File: config.mk
export PLATFORM = sky130hd
export DESIGN_NAME = reversible_128bit_mixer_core
export DESIGN_NICKNAME = d
export VERILOG_FILES = /design/src/rtl/rmx_pkg.sv /design/src/rtl/rmx_cell.sv /design/src/rtl/reversible_128bit_mixer_core.sv
export SDC_FILE = /design/constraint.sdc
export NUM_CORES = 2
export LEC_CHECK = 0
export ABC_AREA = 1
export BUFFER_PORTS_ARGS = -buffer_cell sky130_fd_sc_hd__buf_2
export CORE_MARGIN = 2
export CORE_UTILIZATION = 40
export CTS_CLUSTER_SIZE = 20
export DETAILED_ROUTE_END_ITERATION = 10
export PLACE_DENSITY = 0.53
export SYNTH_ARGS = -nofsm -noshare
export SYNTH_HDL_FRONTEND = slang
export SYNTH_SLANG_ARGS = --single-unit
File: constraint.sdc
create_clock -name clk -period 8.9 [get_ports clk]
set_clock_uncertainty 0.05 [all_clocks]
set_input_delay 0.445 -clock clk [delete_from_list [all_inputs] [get_ports clk]]
set_output_delay 0.445 -clock clk [all_outputs]
set_load 0.03 [all_outputs]
File: src/rtl/rmx_pkg.sv
// Shared types, constants and round functions of the reversible 128-bit mixer.
// No dependencies; every rtl file refers to it by scoped names.
package rmx_pkg;

  localparam int unsigned NumWords  = 4;
  localparam int unsigned WordBits  = 32;
  localparam int unsigned NumRounds = 8;

  typedef logic [WordBits-1:0] word_t;
  typedef word_t [NumWords-1:0] block_t;   // index 0 is word a

  typedef enum logic [1:0] {
    ACT_MIX      = 2'd0,
    ACT_UNMIX    = 2'd1,
    ACT_HALF_FWD = 2'd2,
    ACT_HALF_INV = 2'd3
  } action_t;

  typedef struct packed {
    action_t action;
    word_t   word_a_in;
    word_t   word_b_in;
    word_t   word_c_in;
    word_t   word_d_in;
  } in_beat_t;

  typedef struct packed {
    word_t word_a_out;
    word_t word_b_out;
    word_t word_c_out;
    word_t word_d_out;
  } out_beat_t;

  // beat as it travels down the row of cells
  typedef struct packed {
    action_t action;
    block_t  w;
  } beat_t;

  localparam int unsigned SHIFT_AMT [NumRounds] = '{7, 13, 17, 9, 3, 7, 15, 11};

  function automatic word_t xs_fwd(word_t v, int unsigned s, logic right);
    return right ? (v ^ (v >> s)) : (v ^ (v << s));
  endfunction

  // true inverse of v ^= v >> s (or << s): xor of all multiples of the shift
  function automatic word_t xs_inv(word_t y, int unsigned s, logic right);
    word_t x;
    x = y;
    for (int unsigned j = 1; j < WordBits; j++) begin
      if (j * s < WordBits) begin
        x = x ^ (right ? (y >> (j * s)) : (y << (j * s)));
      end
    end
    return x;
  endfunction

  function automatic block_t round_fwd(block_t w, int unsigned r);
    logic [2:0] rr;
    logic [1:0] t;
    logic [1:0] p;
    block_t     o;
    rr = r[2:0];
    t  = rr[1:0];
    p  = rr[1:0] + 2'd3;
    o  = w;
    o[t] = o[t] + o[p];
    o[p] = o[p] + o[t];
    o[t] = xs_fwd(o[t], SHIFT_AMT[rr], !t[0]);
    return o;
  endfunction

  function automatic block_t round_inv(block_t w, int unsigned r);
    logic [2:0] rr;
    logic [1:0] t;
    logic [1:0] p;
    block_t     o;
    rr = r[2:0];
    t  = rr[1:0];
    p  = rr[1:0] + 2'd3;
    o  = w;
    o[t] = xs_inv(o[t], SHIFT_AMT[rr], !t[0]);
    o[p] = o[p] - o[t];
    o[t] = o[t] - o[p];
    return o;
  endfunction

endpackage

File: src/rtl/rmx_cell.sv
// One mixer cell: a registered stage doing one round, forward or inverse, or none.
// Depends on rmx_pkg.
module rmx_cell #(
  parameter int unsigned STAGE = 0
) (
  input  logic          clk,
  input  logic          rst,
  input  logic          up_valid,
  output logic          up_ready,
  input  rmx_pkg::beat_t up_beat,
  output logic          dn_valid,
  input  logic          dn_ready,
  output rmx_pkg::beat_t dn_beat
);

  // forward pass runs rounds in order, inverse pass runs them backwards
  localparam int unsigned FwdRound   = STAGE;
  localparam int unsigned InvRound   = rmx_pkg::NumRounds - 1 - STAGE;
  localparam logic        FirstHalf  = (STAGE < rmx_pkg::NumRounds / 2);

  logic           valid;
  rmx_pkg::beat_t beat;
  rmx_pkg::beat_t beat_next;
  logic           inverse;
  logic           half;

  always_comb begin
    inverse = (up_beat.action == rmx_pkg::ACT_UNMIX) ||
              (up_beat.action == rmx_pkg::ACT_HALF_INV);
    half    = (up_beat.action == rmx_pkg::ACT_HALF_FWD) ||
              (up_beat.action == rmx_pkg::ACT_HALF_INV);
    beat_next = up_beat;
    if (!(half && FirstHalf)) begin
      if (inverse) begin
        beat_next.w = rmx_pkg::round_inv(up_beat.w, InvRound);
      end else begin
        beat_next.w = rmx_pkg::round_fwd(up_beat.w, FwdRound);
      end
    end
  end

  assign up_ready = !valid || dn_ready;

  always_ff @(posedge clk) begin
    if (rst) begin
      valid <= 1'b0;
    end else if (up_ready) begin
      valid <= up_valid;
    end
  end

  always_ff @(posedge clk) begin
    if (up_ready && up_valid) begin
      beat <= beat_next;
    end
  end

  assign dn_valid = valid;
  assign dn_beat  = beat;

endmodule

File: src/rtl/reversible_128bit_mixer_core.sv
// Top level of the reversible 128-bit add/xorshift mixer.
// Depends on rmx_pkg and rmx_cell.

// Eight cells in a row, one round per cell, each a register stage. A beat enters every
// clock while in_ready is high, and its result leaves from the last cell, which is the
// output register. A stalled output holds its beat while the cells behind it keep
// filling, so the input only stops once every cell is full. Actions: mix runs all eight
// rounds, unmix their exact inverse, half-forward rounds four to seven, half-inverse
// undoes rounds three down to nought; cells without a round for the action pass the
// beat through unchanged.
module reversible_128bit_mixer_core (
  input  logic               clk,
  input  logic               rst,
  input  logic               in_valid,
  output logic               in_ready,
  input  rmx_pkg::in_beat_t  in_data,
  output logic               out_valid,
  input  logic               out_ready,
  output rmx_pkg::out_beat_t out_data
);

  localparam int unsigned Cells = rmx_pkg::NumRounds;

  logic           vld [Cells+1];
  logic           rdy [Cells+1];
  rmx_pkg::beat_t bt  [Cells+1];
  logic [Cells-1:0] occ;

  assign vld[0]      = in_valid;
  assign in_ready    = rdy[0];
  assign bt[0].action = in_data.action;
  assign bt[0].w[0]  = in_data.word_a_in;
  assign bt[0].w[1]  = in_data.word_b_in;
  assign bt[0].w[2]  = in_data.word_c_in;
  assign bt[0].w[3]  = in_data.word_d_in;

  for (genvar k = 0; k < Cells; k++) begin : g_cell
    rmx_cell #(.STAGE(k)) u_cell (
      .clk      (clk),
      .rst      (rst),
      .up_valid (vld[k]),
      .up_ready (rdy[k]),
      .up_beat  (bt[k]),
      .dn_valid (vld[k+1]),
      .dn_ready (rdy[k+1]),
      .dn_beat  (bt[k+1])
    );
    assign occ[k] = vld[k+1];
  end

  assign out_valid           = vld[Cells];
  assign rdy[Cells]          = out_ready;
  assign out_data.word_a_out = bt[Cells].w[0];
  assign out_data.word_b_out = bt[Cells].w[1];
  assign out_data.word_c_out = bt[Cells].w[2];
  assign out_data.word_d_out = bt[Cells].w[3];

  // a free output slot means every cell can shift
  a_ready_when_free: assert property (@(posedge clk) disable iff (rst)
    (!out_valid || out_ready) |-> in_ready)
    else $error("input stalled with output slot free");

  a_accept_lands: assert property (@(posedge clk) disable iff (rst)
    (in_valid && in_ready) |=> occ[0])
    else $error("accepted beat missing from first cell");

  a_drain_count: assert property (@(posedge clk) disable iff (rst)
    (out_valid && out_ready && !(in_valid && in_ready)) |=>
      ($countones(occ) + 1 == $past($countones(occ))))
    else $error("beat lost or duplicated while draining");

  a_fill_count: assert property (@(posedge clk) disable iff (rst)
    (in_valid && in_ready && !(out_valid && out_ready)) |=>
      ($countones(occ) == $past($countones(occ)) + 1))
    else $error("beat lost or duplicated while filling");

endmodule

; ---- Yosys cells after proc, flatten, opt, wreduce, memory -nomap -nowiden
; Cells that the tools add are included.
[totals]
reg_bits = 1046
word_cells = 229
output_inout_bits = 130
[op_classes]
n_reduce_logical = 36
n_eq_ne = 20
n_addsub = 32
mux = 58
n_bitwise = 36
[ops]
columns = op, n
row1 = 32-bit two-way mux, 46
row2 = 128-bit two-way mux, 6
row3 = 96-bit two-way mux, 6
row4 = 32-bit adder, 16
row5 = 32-bit subtractor, 16
row6 = 32-bit bitwise XOR, 15
row7 = 32-bit by 17-bit bitwise XOR with 32-bit output, 3
row8 = 32-bit by 11-bit bitwise XOR with 32-bit output, 2
row9 = 32-bit by 15-bit bitwise XOR with 32-bit output, 2
row10 = 32-bit by 2-bit bitwise XOR with 32-bit output, 2
row11 = 32-bit by 25-bit bitwise XOR with 32-bit output, 2
row12 = 32-bit by 29-bit bitwise XOR with 32-bit output, 2
row13 = 32-bit by 14-bit bitwise XOR with 32-bit output, 1
row14 = 32-bit by 18-bit bitwise XOR with 32-bit output, 1
row15 = 32-bit by 20-bit bitwise XOR with 32-bit output, 1
row16 = 32-bit by 23-bit bitwise XOR with 32-bit output, 1
row17 = 32-bit by 26-bit bitwise XOR with 32-bit output, 1
row18 = 32-bit by 4-bit bitwise XOR with 32-bit output, 1
row19 = 32-bit by 5-bit bitwise XOR with 32-bit output, 1
row20 = 32-bit by 8-bit bitwise XOR with 32-bit output, 1
row21 = 2-bit == test (second input constant), 12
row22 = 1-bit logical OR, 20
row23 = 2-bit by 1-bit == test with 1-bit output (second input constant), 8
row24 = 1-bit logical AND, 8
row25 = 1-bit logical NOT, 8

; ---- Depth between registers and ports, before layout
[logic_depth]
word_depth = 35
ltp_mapped = 35
mapped_depth_nobuf = 35

; ---- Hierarchy
; A second synthesis with hierarchy kept.
[unflattened]
hier_cells = 14856
area_unflattened_um2 = 105695.1
[modules_own_cells]
columns = module, cells_per_inst, seq_area_each_um2, instances, area_per_inst_um2
row1 = rmx_cell (g_cell[3].u_cell), 1875, 3923.8, 1, 13705.6
row2 = rmx_cell (g_cell[2].u_cell), 1985, 3923.8, 1, 13635.6
row3 = rmx_cell (g_cell[5].u_cell), 1970, 3923.8, 1, 13538.0
row4 = rmx_cell (g_cell[0].u_cell), 1907, 3923.8, 1, 13370.3
row5 = rmx_cell (g_cell[1].u_cell), 1851, 3923.8, 1, 13320.3
row6 = rmx_cell (g_cell[7].u_cell), 1759, 3923.8, 1, 12929.9
row7 = rmx_cell (g_cell[4].u_cell), 1779, 3923.8, 1, 12650.9
row8 = rmx_cell (g_cell[6].u_cell), 1730, 3923.8, 1, 12544.5

; ---- Worst setup path after synthesis
; OpenSTA, ideal clock, no wires.
[synth_timing]
path_type = reg2reg
start = reg g_cell[7].u_cell.valid
end = reg g_cell[0].u_cell.beat, in the netlist g_cell[0].u_cell.dn_beat[0], enable pin
slack_ns = 1.526
n_path_buf = 0
required_ns = 8.226
synth_period_minus_slack_ns = 7.374
stages_incl_launch_ff = 18
arrival_time_ns = 6.700
path_cell_list = dfxtp_1 > inv_1 > nor2_1 > inv_1 > nor2_1 > inv_1 > nor2_1 > inv_1 > nor2_1 > inv_1 > nor2_1 > inv_1 > nor2_1 > inv_1 > nor2_1 > inv_1 > nor2_1 > nor2_1
[synth_via]
elab_chain_cells = 10
[synth_lines]
columns = element, line
row1 = "start, declared", rmx_cell.sv:21  ; logic valid;
row2 = "start signal, assigned", rmx_cell.sv:48  ; valid <= up_valid;
row3 = 1-bit logical NOT, rmx_cell.sv:42  ; assign up_ready = !valid || dn_ready;
row4 = 1-bit logical OR (8 in series), rmx_cell.sv:42
row5 = 1-bit logical AND, rmx_cell.sv:53  ; if (up_ready && up_valid) begin
row6 = "end signal, assigned", rmx_cell.sv:54  ; beat <= beat_next;
row7 = "end, declared", rmx_cell.sv:22  ; rmx_pkg::beat_t beat;
; Every way passes these cells.
; A chain may end at the register's enable or synchronous reset.

==> metrics.log <==
INFO  metric status = completed
INFO  metric syn-cell-area = 94800 um^2
INFO  metric setup-tns-final = 0 ns
INFO  metric met1Wirelength = 151000 um
INFO  metric timing_worst_setup_path_type = reg -> reg
INFO  metric hpwl = 329000 um
INFO  metric std_cell_rows = 178
INFO  metric rsz0062_at_grt = no
INFO  metric grt_pass1_wl = 553000 um
INFO  metric comb_power_share = 43.2%
INFO  metric clock_path_buffers = 3
INFO  metric timing.hold.worst.class = in -> reg
INFO  metric slew_headroom = 10.4%
INFO  metric met2WireLength = 188000 um
INFO  metric synth.lib_cells_used.distinct = 72
INFO  metric grt_overflow = 0
INFO  metric grtUsageTotal = 31.2%
INFO  metric total_drc_errors_in_the_routed_layout = 0
INFO  metric report.final.setup_viol = 0
INFO  metric ys.warnings.count = 0
INFO  metric switching_share = 41.4%
INFO  metric pin_count = 264
INFO  metric fill_cells = 23.7k
INFO  metric report.final.hold_viol_count = 0
INFO  metric synth_top_area_share = 32.8%
INFO  metric routabilityCongestion = 1.01
INFO  metric post_route_cells_drive_above_1_share = 6.41%
INFO  metric grt_max_degree = 125
INFO  metric cp-end-kind = flop
INFO  metric syn-mean-instance-area = 7.75 um^2
INFO  metric port_buffers = 263
INFO  metric clock_tree.root_cell = clkbuf_16
INFO  metric final_max_slew_viol_count = 0
INFO  metric detailed_place.area = 99100 um^2
INFO  metric initial_utilization = 40.3%
INFO  metric power_density = 191 nW/um^2
INFO  metric synthesis.nets = 13.4k
INFO  metric synth_area_leader_cell = edfxtp_1
INFO  metric layout.cell_area.non_filler = 104000 um^2
INFO  metric detail_route.first_pass.iterations = 9
INFO  metric finalWorstPathRequiredPeriod = 6.57 ns
INFO  metric p_switching = 0.00821 W
INFO  metric avgViaCountPerCell = 5.44
INFO  metric postSynthRegisterBits = 1042
INFO  metric uppermost_routed_layer = met5
INFO  metric max_cap_violations = 0
INFO  metric cells_after_synth = 12.2k
INFO  metric worstSkewPairLatency = 0.82 ns
INFO  metric worst_ep_required_time = 9.39 ns
INFO  metric clock_power_share = 26.9%
INFO  metric worst_tran_pin_value = 1.33 ns
INFO  metric synth_edf_count = 1034
INFO  metric hold_path.startpoint = in_data[127]
INFO  metric power.share.sequential = 29.8%
INFO  metric preCtsSetupSlack = 2.44 ns
INFO  metric drt-total-wl = 387000 um
INFO  metric irDropWorstVdd = 0.160 mV
INFO  metric design.final.nets = 13.6k
INFO  metric cts_made_buffers = 130
INFO  metric r2r.worst_path.cells = 26
INFO  metric die_area = 241000 um^2
INFO  metric ant_nets = 0
INFO  metric area.sequential = 31200 um^2
INFO  metric drt_iter0_markers = 6733
INFO  metric ctsHtreeMaxLevel = 4
INFO  metric worst_hold_path.endpoint = g_cell[0].u_cell.dn_beat[31]$_DFFE_PP_
INFO  metric p_leak = 46.9 nW
INFO  metric critPathArrivalTime = 7.06 ns
INFO  metric ys_async_sr_fraction = 0%
INFO  metric slack_of_the_worst_reg_to_reg_path = 2.33 ns
INFO  metric synth.yosys.seq_area_share = 32.9%
INFO  metric final_critical_path_setup_slack = 2.33 ns
INFO  metric worst_setup_path_start_kind = flop
INFO  metric grt_pass1_vias = 83.5k
INFO  metric reg2reg_from = g_cell[2].u_cell.dn_beat[29]$_DFFE_PP_
INFO  metric vias = 85.6k
INFO  metric worst-path-max-fanout = 6
INFO  metric yosys_most_used_dff = edfxtp_1
INFO  metric rr_endpoint = g_cell[3].u_cell.dn_beat[29]$_DFFE_PP_
INFO  metric clock_tree_from_tritoncts = done
INFO  metric synth.top_cells.by_area = edfxtp_1, ha_1, nand2_1, a21oi_1, inv_1
INFO  metric internal_power = 0.0116 W
INFO  metric core-area = 235000 um^2
INFO  metric layout_worst_path_cycle_share = 73.8%
INFO  metric areaGrowthSynthToFinish = 9.67%
INFO  metric worstHoldPathCells = 3
INFO  metric antenna_found_initial = 30
INFO  metric worst_setup_hold_path_clk_slew = 0.07 ns
INFO  metric cts_repair_resize_count = 0
INFO  metric fp.dieW = 491 um
INFO  metric dieHeight = 491 um
INFO  metric multi_input_area = 56000 um^2
INFO  metric max_freq = 152 MHz
INFO  metric detailroute.wirelength.met3 = 14700 um
INFO  metric cts_num_sinks = 1042
INFO  metric route.detailed.wl_per_inst = 24.6 um
-- Yosys cell counts (all sizes together) (49+ instances only) --
| library cell | instances |
|---|---|
| nand2 | 2707 |
| o21a | 84 |
| o221ai | 65 |
| o21ai | 1029 |
| xor2 | 502 |
| or2 | 156 |
| o21bai | 68 |
| nand4 | 70 |
| a31oi | 154 |
| nor2 | 775 |
| a21o | 49 |
| inv | 1600 |
| a21oi | 1256 |
| buf | 145 |
| clkbuf | 157 |
| nand3 | 473 |
| ha | 987 |
| o211ai | 65 |
| nor3 | 115 |
| a21boi | 99 |
| edfxtp | 1034 |
| xnor2 | 394 |
-- layer usage --
| metal | track usage [%] | vias up |
|---|---|---|
| li1 | - | 42153 |
| met1 | 35.3 | 39990 |
| met2 | 54.8 | 2659 |
| met3 | 2.78 | 780 |
| met4 | 22.9 | 6 |
| met5 | 0 | - |
-- cell usage in the layout (no fill, tap or decap), drive strengths merged, types with 84 or more instances in the layout --
| master | count |
|---|---|
| a21oi | 1256 |
| o21ai | 1029 |
| nand3 | 473 |
| xnor2 | 394 |
| nor3 | 115 |
| edfxtp | 1034 |
| nor2 | 775 |
| or2 | 156 |
| o21a | 84 |
| inv | 1613 |
| a21boi | 99 |
| a31oi | 154 |
| xor2 | 502 |
| nand2 | 2707 |
| ha | 987 |
| buf | 343 |
| clkbuf | 150 |
-- registers in the layout (all words and copies together) (netlist names) --
signal                  cells
g_cell.u_cell.dn_beat    1034
g_cell.u_cell.dn_valid      8
-- timing repair --
item | in CTS | in global routing
hold buffers | 50 | 0
hold endpoints to repair | 55 | 0
buffers inserted | 0 | 0
-- metrics by stage --
step	hold slack (ns)	util [%]	total power, W	cells
CTS	0.00281	44.1	0.0199	15703
global placement	0.350	42.1	0.0144	15427
detailed placement	0.355	42.1	0.0144	15427
finish	0.0473	44.2	0.0198	15742
floorplan	0.350	-	0.0117	12236
global route	0.0210	44.1	0.0210	15729
-- critical path, cell delays in order (launching register included) --
cell      delay (ns)
edfxtp_1        0.64
inv_1           0.27
nand2_1         0.11
nand2_1         0.21
xnor2_1         0.39
xor2_1          0.45
xor2_1          0.40
xor2_1          0.16
ha_1            0.36
inv_1           0.07
o21ai_0         0.39
a21oi_1         0.13
o21ai_0         0.33
a21oi_2         0.11
o21bai_2        0.22
xnor2_1         0.19
ha_1            0.34
a21oi_1         0.27
o21ai_0         0.19
a21oi_1         0.28
nor2_1          0.09
a311oi_1        0.31
nand2_1         0.09
nand2_1         0.07
nand3_1         0.06
o21ai_1         0.10
inv_1           0.05
-- power groups by stage --
stage               Sequential (W)  Combinational (W)  Clock (W)
detailed placement         0.00602            0.00841          0
floorplan                  0.00587            0.00584          0
global placement           0.00601            0.00840          0
global route               0.00592            0.00941    0.00563
finish                     0.00591            0.00857    0.00534
CTS                        0.00591            0.00847    0.00547
-- final cells by class --
| type | count | share of cell area (%) |
|---|---|---|
| clock buffer | 150 | 3.28 |
| multi-input combinational | 9285 | 53.9 |
| timing repair buffer | 393 | 2.34 |
| sequential | 1042 | 30.0 |
| inverter | 1607 | 5.82 |
| antenna | 39 | 0.0939 |
| tap | 3150 | 3.79 |
| clock inverter | 76 | 0.799 |
-- cell families (layout without fill, tap and decap cells) --
group / count (synthesis) / count (layout) / share of synthesized area (%)
other cells: 0 / 39 / 0
buf+inv: 1909 / 2226 / 8.08
xor+xnor: 896 / 896 / 8.31
simple gates: 4369 / 4369 / 19.1
fa+ha+maj: 1016 / 1016 / 13.6
flops: 1042 / 1042 / 32.9
compound gates: 2985 / 2985 / 17.7
mux: 19 / 19 / 0.201
-- worst max-delay path by stage --
| stage | start | end | slack (ns) | depth (start not counted) |
|---|---|---|---|---|
| 2_1_floorplan | g_cell[7].u_cell.dn_valid$_SDFFE_PP0P_ | g_cell[0].u_cell.dn_beat[0]$_DFFE_PP_ | 1.53 | 17 |
| 3_3_place_gp | g_cell[6].u_cell.dn_beat[29]$_DFFE_PP_ | g_cell[7].u_cell.dn_beat[31]$_DFFE_PP_ | 2.43 | 30 |
| 3_5_place_dp | g_cell[2].u_cell.dn_beat[29]$_DFFE_PP_ | g_cell[3].u_cell.dn_beat[29]$_DFFE_PP_ | 2.44 | 26 |
| 4_1_cts | g_cell[2].u_cell.dn_beat[29]$_DFFE_PP_ | g_cell[3].u_cell.dn_beat[29]$_DFFE_PP_ | 2.40 | 26 |
| 5_1_grt | g_cell[6].u_cell.dn_beat[29]$_DFFE_PP_ | g_cell[7].u_cell.dn_beat[31]$_DFFE_PP_ | 1.80 | 30 |
| 6_report | g_cell[2].u_cell.dn_beat[29]$_DFFE_PP_ | g_cell[3].u_cell.dn_beat[29]$_DFFE_PP_ | 2.33 | 26 |
Power figures use the tool's default switching activity.
